$ cat src/hdl/kafq_pkg.sv
// shared types and constants for the keyframe aware frame queue
// used by kafq_cell and keyframe_aware_frame_queue; depends on nothing
package kafq_pkg;

  localparam int DEPTH_DEFAULT = 8;
  localparam int HANDLE_W      = 32;
  localparam int NUMBER_W      = 64;
  localparam int TIME_W        = 64;
  localparam int LIMIT_W       = 4;
  localparam int DISC_W        = 3;
  localparam int OCC_W         = 4;
  localparam logic [LIMIT_W-1:0] LIMIT_RESET = 4'd8;

  // request kinds carried on s_tuser
  localparam logic REQ_ENQUEUE = 1'b0;
  localparam logic REQ_DEQUEUE = 1'b1;

  // one frame descriptor
  typedef struct packed {
    logic                key;
    logic [TIME_W-1:0]   ptime;
    logic [NUMBER_W-1:0] number;
    logic [HANDLE_W-1:0] handle;
  } entry_t;

  // per-cell control from the sequencer
  typedef struct packed {
    logic shift;
    logic load;
  } cell_ctrl_t;

  typedef enum logic [2:0] {
    ST_IDLE,
    ST_SCAN,
    ST_EVICT,
    ST_APPEND,
    ST_DROP,
    ST_FINISH
  } state_t;

endpackage

$ cat src/hdl/kafq_cell.sv
// one storage cell of the frame queue chain: holds a single descriptor
// depends on kafq_pkg
module kafq_cell (
  input  logic                clk,
  input  kafq_pkg::cell_ctrl_t ctrl,
  input  kafq_pkg::entry_t    new_entry,
  input  kafq_pkg::entry_t    next_entry,
  output kafq_pkg::entry_t    entry
);

  // load of a new descriptor wins over a shift from the neighbour
  always_ff @(posedge clk) begin
    if (ctrl.load) begin
      entry <= new_entry;
    end else if (ctrl.shift) begin
      entry <= next_entry;
    end
  end

endmodule

$ cat src/hdl/keyframe_aware_frame_queue.sv
// keyframe aware frame queue: a chain of descriptor cells and its sequencer
// depends on kafq_pkg and kafq_cell
//
// usage
//   s_* takes requests: s_tuser 0 enqueues the descriptor in s_tdata,
//   s_tuser 1 dequeues (s_tdata ignored). every request gives exactly one
//   transaction on m_*, where m_tuser is 1 when a frame was delivered.
//   cfg_* writes queue_limit at any time the queue is idle; cfg_ready is
//   always high. a limit of 0 acts as 1, one above DEPTH acts as DEPTH.
// sequencing
//   enqueue below the limit: append, then finish into the output register.
//   enqueue at the limit: a serial scan of the key marks, one cell per
//   cycle, up to the oldest non-keyframe, then evict, append and finish.
//   dequeue: the drop state shifts the chain once per dropped entry and
//   once for the delivered one. the next request is accepted once the
//   sequencer is back in idle; at most one request is in flight.
// reset (rst, synchronous) empties the queue and sets the limit to 8.
// when the receiver stalls the result waits in the output register and
// the sequencer holds its finished request until the result is taken.
module keyframe_aware_frame_queue #(
  parameter int DEPTH = kafq_pkg::DEPTH_DEFAULT
) (
  input  logic         clk,
  input  logic         rst,
  input  logic         cfg_valid,
  output logic         cfg_ready,
  input  logic [3:0]   cfg_data,   // queue_limit
  input  logic         s_tvalid,
  output logic         s_tready,
  input  logic [167:0] s_tdata,    // frame_handle[31:0], frame_number[95:32],
                                   // presentation_time[159:96], key_mark[160], zero pad
  input  logic         s_tuser,    // req_type
  output logic         m_tvalid,
  input  logic         m_tready,
  output logic [175:0] m_tdata,    // out_handle[31:0], out_number[95:32],
                                   // out_time[159:96], out_key[160], evicted[161],
                                   // discarded_count[164:162], occupancy[168:165], zero pad
  output logic         m_tuser     // frame_valid
);

  localparam int IW = (DEPTH > 1) ? $clog2(DEPTH) : 1;
  localparam int CW = $clog2(DEPTH + 1);
  localparam int LW = (CW > kafq_pkg::LIMIT_W) ? CW : kafq_pkg::LIMIT_W;
  localparam logic [LW-1:0] DEPTH_L = LW'(DEPTH);

  kafq_pkg::state_t state, state_next;

  logic [kafq_pkg::LIMIT_W-1:0] queue_limit;
  logic [CW-1:0]                count;
  logic [IW-1:0]                scan_idx;
  logic [IW-1:0]                victim;
  logic                         req_kind;
  kafq_pkg::entry_t             req_entry;

  kafq_pkg::entry_t             res_entry;
  logic                         res_valid;
  logic                         res_evicted;
  logic [kafq_pkg::DISC_W-1:0]  res_dropped;

  kafq_pkg::entry_t             out_entry;
  logic                         out_valid;
  logic                         out_evicted;
  logic [kafq_pkg::DISC_W-1:0]  out_dropped;
  logic [kafq_pkg::OCC_W-1:0]   out_occ;

  kafq_pkg::entry_t             cell_data [DEPTH];
  kafq_pkg::cell_ctrl_t         cell_ctrl [DEPTH];
  logic [DEPTH-1:0]             key_vec;

  // sequencer strobes
  logic          do_shift;
  logic [IW-1:0] shift_base;
  logic          do_append;
  logic          out_free;
  logic          drop_more;
  logic          scan_hit;
  logic          scan_last;
  logic [CW-1:0] limit_eff;
  logic [LW-1:0] limit_wide;
  logic [LW-1:0] count_wide;
  logic [kafq_pkg::OCC_W-1:0] occ_now;

  kafq_pkg::entry_t s_entry;

  assign s_entry.handle = s_tdata[31:0];
  assign s_entry.number = s_tdata[95:32];
  assign s_entry.ptime  = s_tdata[159:96];
  assign s_entry.key    = s_tdata[160];

  assign cfg_ready = 1'b1;

  // effective limit, clamped to 1..DEPTH
  assign limit_wide = LW'(queue_limit);
  always_comb begin
    if (queue_limit == '0) begin
      limit_eff = CW'(1);
    end else if (limit_wide > DEPTH_L) begin
      limit_eff = CW'(DEPTH);
    end else begin
      limit_eff = limit_wide[CW-1:0];
    end
  end

  assign count_wide = LW'(count);
  assign occ_now    = (count_wide > LW'(15)) ? 4'd15 : count_wide[kafq_pkg::OCC_W-1:0];

  assign scan_hit  = !key_vec[scan_idx];
  assign scan_last = (CW'(scan_idx) == count - CW'(1));
  assign drop_more = (count > CW'(1)) && !(key_vec[0] && !key_vec[1]);
  assign out_free  = !m_tvalid || m_tready;

  // the chain: each cell takes from its neighbour towards the tail
  genvar gi;
  generate
    for (gi = 0; gi < DEPTH; gi++) begin : g_cell
      kafq_pkg::entry_t nb;
      if (gi == DEPTH - 1) begin : g_tail
        assign nb = '0;
      end else begin : g_body
        assign nb = cell_data[gi+1];
      end
      assign cell_ctrl[gi].shift = do_shift && (IW'(gi) >= shift_base);
      assign cell_ctrl[gi].load  = do_append && (count == CW'(gi));
      assign key_vec[gi]         = cell_data[gi].key;

      kafq_cell u_cell (
        .clk        (clk),
        .ctrl       (cell_ctrl[gi]),
        .new_entry  (req_entry),
        .next_entry (nb),
        .entry      (cell_data[gi])
      );
    end
  endgenerate

  always_ff @(posedge clk) begin
    if (rst) begin
      state <= kafq_pkg::ST_IDLE;
    end else begin
      state <= state_next;
    end
  end

  always_comb begin
    state_next = state;
    s_tready   = 1'b0;
    do_shift   = 1'b0;
    shift_base = '0;
    do_append  = 1'b0;
    case (state)
      kafq_pkg::ST_IDLE: begin
        s_tready = 1'b1;
        if (s_tvalid) begin
          if (s_tuser == kafq_pkg::REQ_ENQUEUE) begin
            if (count >= limit_eff && count != '0) begin
              state_next = kafq_pkg::ST_SCAN;
            end else begin
              state_next = kafq_pkg::ST_APPEND;
            end
          end else if (count == '0) begin
            state_next = kafq_pkg::ST_FINISH;
          end else begin
            state_next = kafq_pkg::ST_DROP;
          end
        end
      end
      kafq_pkg::ST_SCAN: begin
        if (scan_hit || scan_last) begin
          state_next = kafq_pkg::ST_EVICT;
        end
      end
      kafq_pkg::ST_EVICT: begin
        do_shift   = 1'b1;
        shift_base = victim;
        state_next = kafq_pkg::ST_APPEND;
      end
      kafq_pkg::ST_APPEND: begin
        do_append  = (count < CW'(DEPTH));
        state_next = kafq_pkg::ST_FINISH;
      end
      kafq_pkg::ST_DROP: begin
        do_shift = 1'b1;
        if (!drop_more) begin
          state_next = kafq_pkg::ST_FINISH;
        end
      end
      kafq_pkg::ST_FINISH: begin
        if (out_free) begin
          state_next = kafq_pkg::ST_IDLE;
        end
      end
      default: begin
        state_next = kafq_pkg::ST_IDLE;
      end
    endcase
  end

  // control registers
  always_ff @(posedge clk) begin
    if (rst) begin
      queue_limit <= kafq_pkg::LIMIT_RESET;
      count       <= '0;
      m_tvalid    <= 1'b0;
    end else begin
      if (cfg_valid && cfg_ready) begin
        queue_limit <= cfg_data;
      end
      if (state == kafq_pkg::ST_EVICT || state == kafq_pkg::ST_DROP) begin
        count <= count - CW'(1);
      end else if (do_append) begin
        count <= count + CW'(1);
      end
      if (state == kafq_pkg::ST_FINISH && out_free) begin
        m_tvalid <= 1'b1;
      end else if (m_tready) begin
        m_tvalid <= 1'b0;
      end
    end
  end

  // request and result payload
  always_ff @(posedge clk) begin
    case (state)
      kafq_pkg::ST_IDLE: begin
        req_kind    <= s_tuser;
        req_entry   <= s_entry;
        res_entry   <= '0;
        res_valid   <= 1'b0;
        res_evicted <= 1'b0;
        res_dropped <= '0;
        scan_idx    <= '0;
      end
      kafq_pkg::ST_SCAN: begin
        if (scan_hit) begin
          victim <= scan_idx;
        end else if (scan_last) begin
          victim <= '0;   // all keyframes, the front goes
        end
        scan_idx <= scan_idx + IW'(1);
      end
      kafq_pkg::ST_EVICT: begin
        res_evicted <= 1'b1;
      end
      kafq_pkg::ST_DROP: begin
        if (drop_more) begin
          if (res_dropped != '1) begin
            res_dropped <= res_dropped + kafq_pkg::DISC_W'(1);
          end
        end else begin
          res_entry <= cell_data[0];
          res_valid <= 1'b1;
        end
      end
      kafq_pkg::ST_FINISH: begin
        if (out_free) begin
          out_entry   <= res_entry;
          out_valid   <= res_valid && (req_kind == kafq_pkg::REQ_DEQUEUE);
          out_evicted <= res_evicted;
          out_dropped <= res_dropped;
          out_occ     <= occ_now;
        end
      end
      default: begin
      end
    endcase
  end

  assign m_tuser = out_valid;
  assign m_tdata = {7'd0, out_occ, out_dropped, out_evicted, out_entry.key,
                    out_entry.ptime, out_entry.number, out_entry.handle};

endmodule

$ cat config.mk
export PLATFORM = sky130hd
export DESIGN_NAME = keyframe_aware_frame_queue
export DESIGN_NICKNAME = d
export VERILOG_FILES = /design/src/hdl/kafq_pkg.sv /design/src/hdl/kafq_cell.sv /design/src/hdl/keyframe_aware_frame_queue.sv
export SDC_FILE = /design/constraint.sdc
export NUM_CORES = 2
export LEC_CHECK = 0
export BUFFER_PORTS_ARGS = -buffer_cell sky130_fd_sc_hd__buf_2
export CORE_AREA = 4 4 357 359
export CTS_CLUSTER_SIZE = 14
export DETAILED_ROUTE_END_ITERATION = 12
export DIE_AREA = 0 0 361 363
export PLACE_DENSITY = 0.75
export SYNTH_ARGS = -nofsm -noshare
export SYNTH_HDL_FRONTEND = slang
export SYNTH_HIERARCHICAL = 1
export SYNTH_SLANG_ARGS = --single-unit
export TNS_END_PERCENT = 10
$ cat constraint.sdc
create_clock -name clk -period 15.13 [get_ports clk]
set_input_delay 0 -clock clk [delete_from_list [all_inputs] [get_ports clk]]
set_output_delay 0 -clock clk [all_outputs]
set_load 0.005 [all_outputs]
Word level (Yosys, flattened, before mapping)
Index checks and enable logic that the tools add are counted.
{"block": "totals", "out_inout_bits": 180, "word_cells": 195, "reg_bits": 1804, "input_bits": 178}
{"block": "op_classes", "add_sub_neg": 4, "reduce_logical": 51, "n_lt_le_gt_ge": 14, "n_eq_ne": 21, "mux": 47}
{"op": "$mux 161", "count": 17}
{"op": "$pmux 161 s2", "count": 1}
{"op": "$mux 3", "count": 10}
{"op": "$reduce_bool 2->1", "count": 13}
{"op": "$logic_and 1x1->1", "count": 21}
{"op": "$pmux 3 s6", "count": 1}
{"op": "$eq 4x3->1 const B", "count": 4}
{"op": "$mux 4", "count": 4}
{"op": "$ge 3x3->1 const A", "count": 4}
{"op": "$ne 2x2->1 const B", "count": 6}
{"op": "$pmux 3 s2", "count": 2}
{"op": "$eq 4x2->1 const B", "count": 2}
{"op": "$gt 4x4->1 const B", "count": 2}
{"op": "$logic_not 4->1", "count": 2}
{"op": "$mux 1", "count": 8}
{"op": "$add 3x1->3 const B", "count": 2}
{"op": "$eq 3x2->1 const B", "count": 2}
{"op": "$eq 3x3->1 const B", "count": 2}
{"op": "$ge 1x3->1 const A", "count": 2}
{"op": "$ge 2x3->1 const A", "count": 2}
{"op": "$reduce_and 2->1", "count": 3}
{"op": "$add 4x1->4 const B", "count": 1}
{"op": "$eq 3x4->1", "count": 1}
{"op": "$eq 4x1->1 const B", "count": 1}
{"op": "18 further kinds", "count": 24}

Longest topological paths before layout
{"block": "logic_depth", "word_depth": 9, "depth_mapped": 9, "ltp_nobuf": 9}

Modules after synthesis
The synthesis kept the hierarchy.
{"mod": "kafq_cell", "cells_per_inst": 341, "instances": 8, "seq_area_each_um2": 4834.6, "area_each_um2": 7103.1}
{"mod": "keyframe_aware_frame_queue", "cells_per_inst": 861, "instances": 1, "seq_area_each_um2": 15374.7, "area_each_um2": 17480.5}

Worst setup path after synthesis
OpenSTA, ideal clock, no wires.
{"block": "synth_path", "path_type": "reg2reg", "start": "reg state[1]", "end": "reg req_entry[0] (netlist bit) (enable)", "stages_incl_launch_ff": 3, "t_required_ns": 14.244, "period_less_slack_ns": 12.552, "path_buffers": 1, "slack_ns": 2.578, "t_arrival_ns": 11.666, "path_cell_list": "dfxtp_1 > clkbuf_1 > nor3_1"}
{"block": "synth_via", "elab_chain_cells": 1}
{"item": "from (decl)", "line": "keyframe_aware_frame_queue.sv:46", "rtl": "kafq_pkg::state_t state, state_next;"}
{"item": "from (signal assigned)", "line": "keyframe_aware_frame_queue.sv:138", "rtl": "state <= kafq_pkg::ST_IDLE;"}
{"item": "from (signal assigned)", "line": "keyframe_aware_frame_queue.sv:140", "rtl": "state <= state_next;"}
{"item": "$logic_not 3->1", "line": "keyframe_aware_frame_queue.sv:223", "rtl": "case (state)"}
{"item": "to (signal assigned)", "line": "keyframe_aware_frame_queue.sv:226", "rtl": "req_entry <= s_entry;"}
{"item": "to (decl)", "line": "keyframe_aware_frame_queue.sv:53", "rtl": "kafq_pkg::entry_t req_entry;"}
Every way passes these cells.
A chain may end at the register's enable or synchronous reset.

==> results.py <==
metrics = {
    "synthesis": {
        "ys_top_cells_by_area": "edfxtp_1 72%, mux2_4 13%, mux2_2 9.9%",
        "avgSynthCellArea_sq_um": 20.7,
        "async_flop_share_pct": 0,
        "yosys.area.top_type": "edfxtp_1",
        "yosysMostFrequentCell": "edfxtp_1",
        "synth_area_sq_um": 74300,
        "ys_seq_elements": 1804,
        "synthCells": 3589,
        "yosysSeqAreaShare_pct": 72.7,
        "yosys.area.top_type_share_pct": 72.4,
        "yosysUniqueCellTypes": 40,
        "synth_common_cells": "1792 x edfxtp_1, 656 x mux2_2, 632 x mux2_4",
        "synth_edf_count": 1792,
        "synthFlopType": "edfxtp_1",
        "synth_warnings": 6,
    },
    "placed_design": {
        "gp_congestion": 0.777,
        "dp_hpwl_microns": 77900,
        "dpl_cell_area_sq_um": 77700,
        "port_buffers": 342,
        "pre_cts_ws_ps": 9870,
    },
    "floorplan": {
        "dieArea_sq_um": 131000,
        "fp-row-count": 129,
        "core-area_sq_um": 124000,
        "start_util_pct": 60.0,
        "die_x_microns": 361,
        "ios": 358,
        "die_h_microns": 363,
    },
    "route": {
        "detail-route-antenna-nets": 0,
        "dr.first_iter.drc_count": 2816,
        "wl_per_cell_microns": 23.3,
        "dr_total_vias": 34700,
        "drtPass1Iterations": 6,
        "drt-total-wl_microns": 146000,
        "drc_errors": 0,
        "post_drt_via_cell_ratio": 5.54,
    },
    "clock_tree": {
        "numCtsBuffers": 180,
        "cts.path.max_buffers": 3,
        "cts_resized": 0,
        "path_clk_slew_ps": 60,
        "postCtsSetupBuffers": 0,
        "hold_buffers": 345,
        "cts.sinks": 1804,
        "htreeDepth": 4,
        "clock_latency_ps": 800,
        "cts_tree": "built",
        "cts_root_buffer": "clkbuf_16",
    },
    "grt": {
        "grt_util_met2_pct": 38.7,
        "grt_pass1_vias": 36800,
        "grt-ovfl-total": 0,
        "grt_pass1_wl_microns": 223000,
        "globalRouteMet1Util_pct": 29.4,
        "antenna_found_initial": 7,
        "grt_max_degree": 132,
        "use_met3_pct": 3.85,
        "track_usage_pct": 22.4,
        "top_usage_layer": "met2",
    },
    "worst_setup_path": {
        "critical_path_arrival_ps": 5670,
        "worstPathMaxFanout": 58,
        "critPathSlowestCell": "or2_4",
        "cp_common_cell": "buf_4",
        "r2r_setup_slack_ps": 9870,
        "crit_path_end_kind": "flop",
        "startpoint_type": "flop",
        "required_ps": 15540,
        "worst-setup-path-type": "flop to flop",
        "critPathMaxStageDelay_ps": 940,
        "cp_cell_sequence": "nand3b_1, nor3_1, and2_4, or2_4, buf_4, buf_4",
        "crit_family": "simple AND/OR/NAND/NOR gates",
        "crit_buf_inv": 2,
    },
    "power_and_ir_drop": {
        "sw_frac_of_total_pct": 28.2,
        "pwr-share-comb_pct": 20.6,
        "power_leakage_nw": 30.9,
        "power_frac_seq_pct": 55.1,
        "ir_drop_v": 0.000192,
        "p_int_w": 0.0127,
        "p_clk_share_pct": 24.3,
        "switchingPower_w": 0.00499,
        "p_per_area_nw_per_um2": 204,
    },
    "sta": {
        "fin_skew_ps": 29.0,
        "setup_ws_ps": 9870,
        "slew_viol_final": 0,
        "worstMarginPinSlew_ps": 1230,
        "rsz0062_at_grt": "no",
        "final.setup.tns_ps": 0,
        "post-route-period-util_pct": 34.8,
        "setup_viol": 0,
        "fmax_mhz": 190,
        "relSlewSlack_pct": 18.3,
        "hold_violations": 0,
        "fin_crit_ps": 5260,
        "hold_ws_ps": 148,
    },
    "layout": {
        "fillers": 7584,
        "drive_gt1_share_pct": 41.8,
        "regArea_sq_um": 54100,
        "multi_input_area_sq_um": 19500,
        "n_antenna_cell": 0,
        "nets": 4675,
        "syn_to_final_growth_pct": 16.9,
        "final_area_sq_um": 86800,
    },
    "flow_run": {
        "cap_viol_max_count": 0,
    },
    "status": {
        "outcome": "complete, no violations",
    },
    "hold_path": {
        "worst_hold_path_type": "primary input to flop",
    },
}
cells in the final DEF, fill, tap and decap left out, types with 7 or more instances in the layout:
cell type and instances:
o21ai_0 8, conb_1 169, nand2_1 11, nor2_1 27, edfxtp_1 1792, and2_4 7, clkbuf_1 43, ha_1 11
and2_1 165, mux2_4 632, buf_2 342, or2_4 8, mux2_2 656, bufinv_16 11, buf_4 36, clkinv_2 35
dlygate4sd3_1 345, mux2i_1 9, inv_1 8, clkbuf_16 183, dfxtp_1 12, clkinv_1 41, nor3_1 7, a21oi_1 12
cell type report:
class,instances,area share (%)
clock buffers,228,5.49
multi-input cells,1765,22.5
repair buffers,727,6.35
flip-flops and latches,1804,62.2
clock inverters,102,1.03
well taps,1637,2.36
inverters,8,0.0346
metal layers:
layer	wire [microns]	share of wire (%)
met1	60400	41
met2	74600	51
met3	7360	5.0
met4	3490	2.4
met5	15	0.010
path summary, 6_finish.rpt:
| path | depth (start not counted) | to | from |
|---|---|---|---|
| hold reg to reg | 0 | m_tdata[138]$_DFFE_PP_ | res_entry[138]$_SDFFCE_PN0P_ |
| hold / removal | 3 | count[2]$_SDFFE_PP0P_ | rst |
| setup reg to reg | 6 | g_cell[1].u_cell/entry[105]$_DFFE_PP_ | state[0]$_SDFFE_PP0P_ |
| setup / recovery | 6 | g_cell[1].u_cell/entry[105]$_DFFE_PP_ | state[0]$_SDFFE_PP0P_ |
power groups by stage:
stage,Combinational (W),Clock (W),Sequential (W)
5_1_grt,0.00392,0.00461,0.00997
3_3_place_gp,0.00348,0,0.00971
3_5_place_dp,0.00361,0,0.00982
2_1_floorplan,0.00260,0,0.00983
4_1_cts,0.00370,0.00438,0.00976
6_report,0.00365,0.00429,0.00974
tightest hold or removal path, delay by kind of cell:
| kind | cells | cell delay (ps) |
|---|---|---|
| buffers and inverters | 2 | 760 |
| and+or+nand+nor | 1 | 130 |
kinds of logic (layout without fill, tap and decap cells):
kind of cell | count (synthesis) | after routing | synth area share, %
flops | 1804 | 1804 | 72.7
compound gates | 33 | 33 | 0.283
simple gates | 248 | 248 | 1.95
xor+xnor | 7 | 7 | 0.0825
buf+inv | 187 | 1065 | 1.91
other cells | 2 | 169 | 0.0101
fa+ha+maj | 11 | 11 | 0.185
mux | 1297 | 1297 | 22.8
state kept, by name, summed over array words and instances (netlist names):
register,flops
g_cell.u_cell/entry,1288
m_tdata,161
req_entry,161
res_entry,161
count,4
limit_wide,4
out_occ,4
out_dropped,3
res_dropped,3
scan_idx,3
state,3
victim,3
m_tuser,1
m_tvalid,1
out_evicted,1
req_kind,1
res_evicted,1
res_valid,1
stage by stage:
step,total power (W),cells,utilization (%)
global route,0.0185,6271,70.1
floorplan,0.0124,3756,-
finish,0.0177,6271,70.1
CTS,0.0178,6271,70.1
detailed placement,0.0134,5596,62.8
global placement,0.0132,5596,62.8
No activity file was read; power rests on OpenSTA's default activity.
